--- config.mk ---
export PLATFORM = sky130hd
export DESIGN_NAME = tpg_front
export DESIGN_NICKNAME = d
export VERILOG_FILES = /design/src/rtl/tpg_pkg.sv /design/src/rtl/tpg_front.sv
export SDC_FILE = /design/constraint.sdc
export NUM_CORES = 1
export LEC_CHECK = 0
export ABC_CLOCK_PERIOD_IN_PS = 10200
export BUFFER_PORTS_ARGS = -buffer_cell sky130_fd_sc_hd__buf_4
export CAP_MARGIN = 30
export CORE_UTILIZATION = 35
export CTS_BUF_LIST = sky130_fd_sc_hd__clkbuf_8
export DETAILED_ROUTE_END_ITERATION = 7
export PLACE_DENSITY = 0.53
export SYNTH_ARGS = -nofsm -noshare
export SYNTH_HDL_FRONTEND = slang
export SYNTH_SLANG_ARGS = --single-unit
--- constraint.sdc ---
create_clock -name clk -period 10.2 [get_ports clk]
set_input_delay 1.02 -clock clk [delete_from_list [all_inputs] [get_ports clk]]
set_output_delay 1.02 -clock clk [all_outputs]
set_load 0.03 [all_outputs]
--- src/rtl/tpg_pkg.sv ---
// ----------------------------------------------------------------------------
// tpg_pkg
// Shared types, constants and helpers of the trapezoidal profile generator.
// ----------------------------------------------------------------------------
package tpg_pkg;

    localparam int FRAC_BITS   = 16;
    localparam int POS_W       = 32;
    localparam int LIM_W       = 31;
    localparam int STEP_W      = 16;
    localparam int CFG_W       = 31;
    localparam int CFG_IDX_W   = 2;
    localparam int QUEUE_DEPTH = 2;
    localparam int PROD_W      = 64;
    localparam int DIVIDEND_W  = 64;
    localparam int DIVISOR_W   = 32;
    localparam int OFF_W       = 50;
    localparam int SUM_W       = OFF_W + 2;

    localparam logic [LIM_W-1:0]  MAX_VEL_RESET  = LIM_W'(65536);
    localparam logic [LIM_W-1:0]  MAX_ACC_RESET  = LIM_W'(65536);
    localparam logic [STEP_W-1:0] TIME_STEP_RESET = STEP_W'(655);

    typedef enum logic [CFG_IDX_W-1:0] {
        CFG_MAX_VEL   = 2'd0,
        CFG_MAX_ACC   = 2'd1,
        CFG_TIME_STEP = 2'd2
    } cfg_idx_t;

    typedef enum logic {
        REQ_MOVE = 1'b0,
        REQ_TICK = 1'b1
    } req_kind_t;

    typedef struct packed {
        logic                    req_type;
        logic signed [POS_W-1:0] start_position;
        logic signed [POS_W-1:0] goal_position;
    } req_t;

    typedef struct packed {
        logic                  start;
        logic [DIVIDEND_W-1:0] dividend;
        logic [DIVISOR_W-1:0]  divisor;
    } div_req_t;

    typedef enum logic [4:0] {
        ST_IDLE,
        ST_M_MUL1,
        ST_M_MUL2,
        ST_M_CMP,
        ST_M_SQRT,
        ST_M_PSQ,
        ST_M_DIV1,
        ST_M_W1,
        ST_M_W2,
        ST_M_W3,
        ST_M_TOT,
        ST_M_FIN,
        ST_T_ADV,
        ST_E_SEL,
        ST_E_A1,
        ST_E_A2,
        ST_E_A3,
        ST_E_A4,
        ST_E_C1,
        ST_E_C2,
        ST_E_D1,
        ST_E_D2,
        ST_E_D3,
        ST_E_D4,
        ST_E_D5,
        ST_E_D6,
        ST_E_OUT
    } eng_state_t;

    typedef enum logic [1:0] {
        EM_LAST,
        EM_ACCEL,
        EM_CRUISE,
        EM_DECEL
    } emit_kind_t;

    function automatic logic [31:0] sat_u32(input logic [PROD_W-1:0] v);
        logic [31:0] r;
        r = (v > PROD_W'(32'hFFFF_FFFF)) ? 32'hFFFF_FFFF : v[31:0];
        return r;
    endfunction

endpackage

--- src/rtl/tpg_front.sv ---
// ----------------------------------------------------------------------------
// tpg_front
// Request intake: takes input words and holds them in a short queue.
// ----------------------------------------------------------------------------
module tpg_front (
    input  logic                            clk,
    input  logic                            rst_n,
    input  logic                            in_valid,
    output logic                            in_ready,
    input  logic                            req_type,
    input  logic signed [tpg_pkg::POS_W-1:0] start_position,
    input  logic signed [tpg_pkg::POS_W-1:0] goal_position,
    output tpg_pkg::req_t                   q_item,
    output logic                            q_valid,
    input  logic                            q_pop
);
    import tpg_pkg::*;

    localparam int PTR_W = (QUEUE_DEPTH > 1) ? $clog2(QUEUE_DEPTH) : 1;
    localparam int CNT_W = $clog2(QUEUE_DEPTH + 1);

    req_t             mem_reg [QUEUE_DEPTH];
    logic [PTR_W-1:0] wr_ptr_reg, wr_ptr_next;
    logic [PTR_W-1:0] rd_ptr_reg, rd_ptr_next;
    logic [CNT_W-1:0] count_reg, count_next;
    logic             push;
    logic             pop;

    assign in_ready = (count_reg != CNT_W'(QUEUE_DEPTH));
    assign q_valid  = (count_reg != '0);
    assign q_item   = mem_reg[rd_ptr_reg];
    assign push     = in_valid && in_ready;
    assign pop      = q_pop && q_valid;

    always_comb
    begin
        wr_ptr_next = wr_ptr_reg;
        rd_ptr_next = rd_ptr_reg;
        count_next  = count_reg;
        if (push)
        begin
            wr_ptr_next = (wr_ptr_reg == PTR_W'(QUEUE_DEPTH - 1)) ? '0 : wr_ptr_reg + 1'b1;
        end
        if (pop)
        begin
            rd_ptr_next = (rd_ptr_reg == PTR_W'(QUEUE_DEPTH - 1)) ? '0 : rd_ptr_reg + 1'b1;
        end
        if (push && !pop)
        begin
            count_next = count_reg + 1'b1;
        end
        else if (pop && !push)
        begin
            count_next = count_reg - 1'b1;
        end
    end

    always_ff @(posedge clk or negedge rst_n)
    begin
        if (!rst_n)
        begin
            wr_ptr_reg <= '0;
            rd_ptr_reg <= '0;
            count_reg  <= '0;
        end
        else
        begin
            wr_ptr_reg <= wr_ptr_next;
            rd_ptr_reg <= rd_ptr_next;
            count_reg  <= count_next;
        end
    end

    always_ff @(posedge clk)
    begin
        if (push)
        begin
            mem_reg[wr_ptr_reg] <= '{req_type, start_position, goal_position};
        end
    end

endmodule

* Word-level counts from Yosys, hierarchy flattened
Memory sizes are Yosys's and may differ from the RTL's. Cells that the tools add are included.
Operators by class: $add $sub $neg 4, multiply operators 0, divide/modulo/power cells 0, $lt $le $gt $ge 0, eq/ne operators 1, shift-type cells 0, mux-type cells 6, bitwise gates (word level) 0, reduce and logical (&&, ||, !) cells 8
Operator list (count):
- logical AND 1 bit | 4
- two-way mux 1 bit | 4
- two-way mux 2 bit | 2
- nonzero test 2 bit | 2
- adder 1 bit (second input constant) | 2
- adder 2 x 1 -> 2 bit (second input constant) | 1
- zero test 1 bit | 2
- inequality test 2 bit (second input constant) | 1
- subtractor 2 x 1 -> 2 bit (second input constant) | 1
Word-level totals: register bits after elaboration 4, latch bits 0, memory bits (writable) 130, bits in read-only memories 0, bits of input ports 69, output and inout bits 67, word-level logic and storage cells 23, memories kept 1
Memories:
- mem_reg | depth 2, width 65, rd ports 1, clocked after memory_dff 0, wr ports 1, line tpg_front.sv:22 | req_t mem_reg [QUEUE_DEPTH];

* Logic depth before layout (Yosys ltp)
depth in word-level cells 6, mapped depth 7, mapped depth without buffers 7

* Worst setup path before layout
No wires, ideal clock.
kind input port to flip-flop, from in in_valid, to mem mem_reg[0][0] (netlist bit), enable pin, library setup time 488 ps, arrival time 3839 ps, required time 9712 ps, slack 5872 ps, stages on the path 2, cell sequence nand2_1 -> nor2_1
Between the ends: longest elaborated chain between the ends 3
RTL lines:
- from (decl) | line tpg_front.sv:8 | input logic in_valid,
- logical AND 1 bit | line tpg_front.sv:32 | assign push = in_valid && in_ready;
- two-way mux 1 bit | line tpg_front.sv:76 | if (push)
- two-way mux 1 bit (implied by the code) | line tpg_front.sv:78 | mem_reg[wr_ptr_reg] <= '{req_type, start_position, goal_position};
- to (decl) | line tpg_front.sv:22
Every way passes these cells.

==> metrics.md <==
| Metric | Value |
|---|---|
| Status | completed |
| CP Data Arrival Time | ~2.4 ns |
| Crit path kind | flip-flop to output port |
| Routed vias | 2437 |
| Placed cells | 530 |
| Gpl congestion | 0.668 |
| DIE AREA | 0.0149 mm^2 |
| Switching Fraction | 34.5% |
| Die H | 122 um |
| Final Hold Viols | 0 |
| Peak Freq | 293 MHz |
| Least-Margin Pin Slew | 0.941 ns |
| Final wirelength | 8.59 mm |
| Fin crit share | between 30% and 40% |
| RSZ-0062 raised after global routing | no |
| Seq pwr share | 39.4% |
| Static Leak | 0.00260 uW |
| Max-slew violations | 0 |
| Int Power | roughly 1300 uW |
| First-pass GRT wire length | ~13 mm |
| Share of layout cells above drive strength 1 | 61.3% |
| Area Overhead vs Synth | 31.4% |
| Setup tns final | 0 ns |
| I/O pin count | roughly 140 |
| Crit Path Max Fanout | between 50 and 60 |
| CTS sink cnt | roughly 130 |
| Chip width | around 120 um |
| Period minus WS final | 3.41 ns |
| Clock root buffer | clkbuf_8 |
| Vias in the first global route | roughly 2600 |
| Initial antenna violation count | 0 |
| DRT iter0 DRCs | 119 |
| Yosys top cell by area | edfxtp_1 |
| Cells after synthesis | 220 |
| TritonRoute pass-1 iters | 4 |
| Synth Cell Area | 0.00505 mm^2 |
| Worst relative slew slack | 37.3% |
| Grt total ovfl | 0 |
| Initial Util | between 30% and 40% |
| CTS Hold Buffers Added | 0 |
| Post-CTS Setup Bufs | 0 |
| Final std cells w/o fill | 562 |
| P_sw | 695 uW |
| Final setup viols | 0 |
| Ant. Diodes | 0 |
| Syn_area_per_cell | ~23 um^2 |
| Max Clock Skew | 0.00580 ns |
| Comb power frac | 41.0% |
| IO buf count | 135 |
| Via density | 4.34 |
| CP required | ~9.2 ns |
| PwrDens | 304 mW/mm^2 |
| Clock buffer depth | 2 |
| Net count after synthesis | 290 |
| FF+latch count, synth | 134 |
| GRT Overall Usage | 12.4% |
| Final net count | 440 |
| Min-Delay Path Class | primary input to asynchronous set/reset pin |
| Clock transition at path regs | 0.07 ns |
| Max reg flops | 130 |
| Rows | 43 |
| CORE AREA | 0.0140 mm^2 |
| Netlist cell types | 15 |
| Antenna-violating nets left | 0 |
| Pre-CTS WS | 7.21 ns |
| Final Worst Setup Slack | 6.79 ns |
| Resize count post-CTS | 0 |
| Max Cap Viol | 0 |
| RR Startpoint | count_reg[0]$_DFFE_PN0P_ |
| Largest net degree at the start of global routing | 66 |
| Avg WL per Cell | 15.3 um |
| Synth area leaders | edfxtp_1 77%, mux2_4 12%, mux2_2 5.6%, dfrtp_1 2.0%, buf_6 1.1% |
| Seq/Total Area, Yosys | 79.3% |
| H-tree Lvls | 4 |
| CTS buffer count | 17 |
| CP endpoint kind | output port |
| Power share of the clock group | a little under 20% |
| Peak VDD IR | ~0.14 mV |
| Detailed placement HPWL | 5.16 mm |
| Worst-Skew Late Latency | 0.43 ns |
| TritonCTS clock tree | yes |
| Remaining DRCs | 0 |
| Top cell type's share of synthesized area | 77.4% |
| YS warnings | 0 |
| Setup crit start | rd_ptr_reg$_DFFE_PN0P_ |
| Critical Path Start Type | flip-flop |
cells in the mapped netlist:
cell	n
xor2_1	2
dfrtp_1	4
nor2_1	2
nand2b_1	1
buf_2	2
nand2_1	2
mux2_2	25
buf_6	5
edfxtp_1	130
xnor2_1	3
ha_1	1
or2_2	1
mux2_4	40
and3_1	1
inv_1	1
logic make-up after synthesis:
kind of cell | count (synthesis) | share of synthesized area, %
flops | 134 | 79.3
mux | 65 | 17.5
buf+inv | 8 | 1.39
simple gates | 7 | 0.670
xor+xnor | 5 | 0.868
fa+ha+maj | 1 | 0.248
path summary, 6_finish.rpt:
path / endpoint / slack (ns) / cells past startpoint
max: q_item[51] / 6.79 / 3
min: count_reg[0]$_DFFE_PN0P_ / 0.38 / 1
max reg2reg: mem_reg[0][2]$_DFFE_PP_ / 7.87 / 4
min reg2reg: count_reg[1]$_DFFE_PN0P_ / 0.51 / 1
max in group asynchronous: rd_ptr_reg$_DFFE_PN0P_ / 9.70 / 1
min in group clk: count_reg[1]$_DFFE_PN0P_ / 0.51 / 1
routing by layer:
metal / wire length, um / vias to the layer above / global-route usage (%)
li1: - / 1162 / -
met1: 3710 / 1170 / 14.4
met2: 4040 / 95 / 19.0
met3: 678 / 10 / 5.38
met4: 168 / 0 / 7.32
met5: 0 / - / 0
cell type report:
class                   instances  area (um^2)
multi-input cells              78          985
clock inverters                14          121
repair buffers                138         1060
well taps                     180          225
clock buffers                  17          234
inverters                       1         3.75
flip-flops and latches        134         4010
fillers                      1224         7360
power by group through the flow:
stage / clock [uW] / combinational (uW) / sequential, uW
final: 394 / 826 / 795
after global routing: 433 / 882 / 808
after CTS: 410 / 836 / 799
after detailed placement: 0 / 834 / 810
after global placement: 0 / 835 / 806
after floorplan: 0 / 591 / 797
worst max-delay path: stages, from the launching register on:
cell and delay [ns]:
dfrtp_4 0.55, buf_4 0.76, mux2_2 0.42, buf_4 0.17
metrics by stage:
stage | utilization, % | hold WS [ns] | instance area [um^2] | power (uW)
floorplan | - | 0.456 | 5050 | 1390
global placement | 44.7 | 0.475 | 6250 | 1640
detailed placement | 44.7 | 0.494 | 6250 | 1640
CTS | 47.2 | 0.336 | 6610 | 2040
global route | 47.4 | 0.332 | 6630 | 2120
finish | 47.4 | 0.380 | 6630 | 2020
layout by cell type, fill, tap and decap left out, types with 2 or more instances in the layout:
cell,count
xor2_1,2
mux2_4,40
edfxtp_1,130
clkinv_2,6
nand2_1,2
xnor2_1,3
buf_4,137
dfrtp_1,3
clkbuf_8,17
bufinv_16,2
mux2_2,25
inv_1,4
No activity file was read; power rests on OpenSTA's default activity.
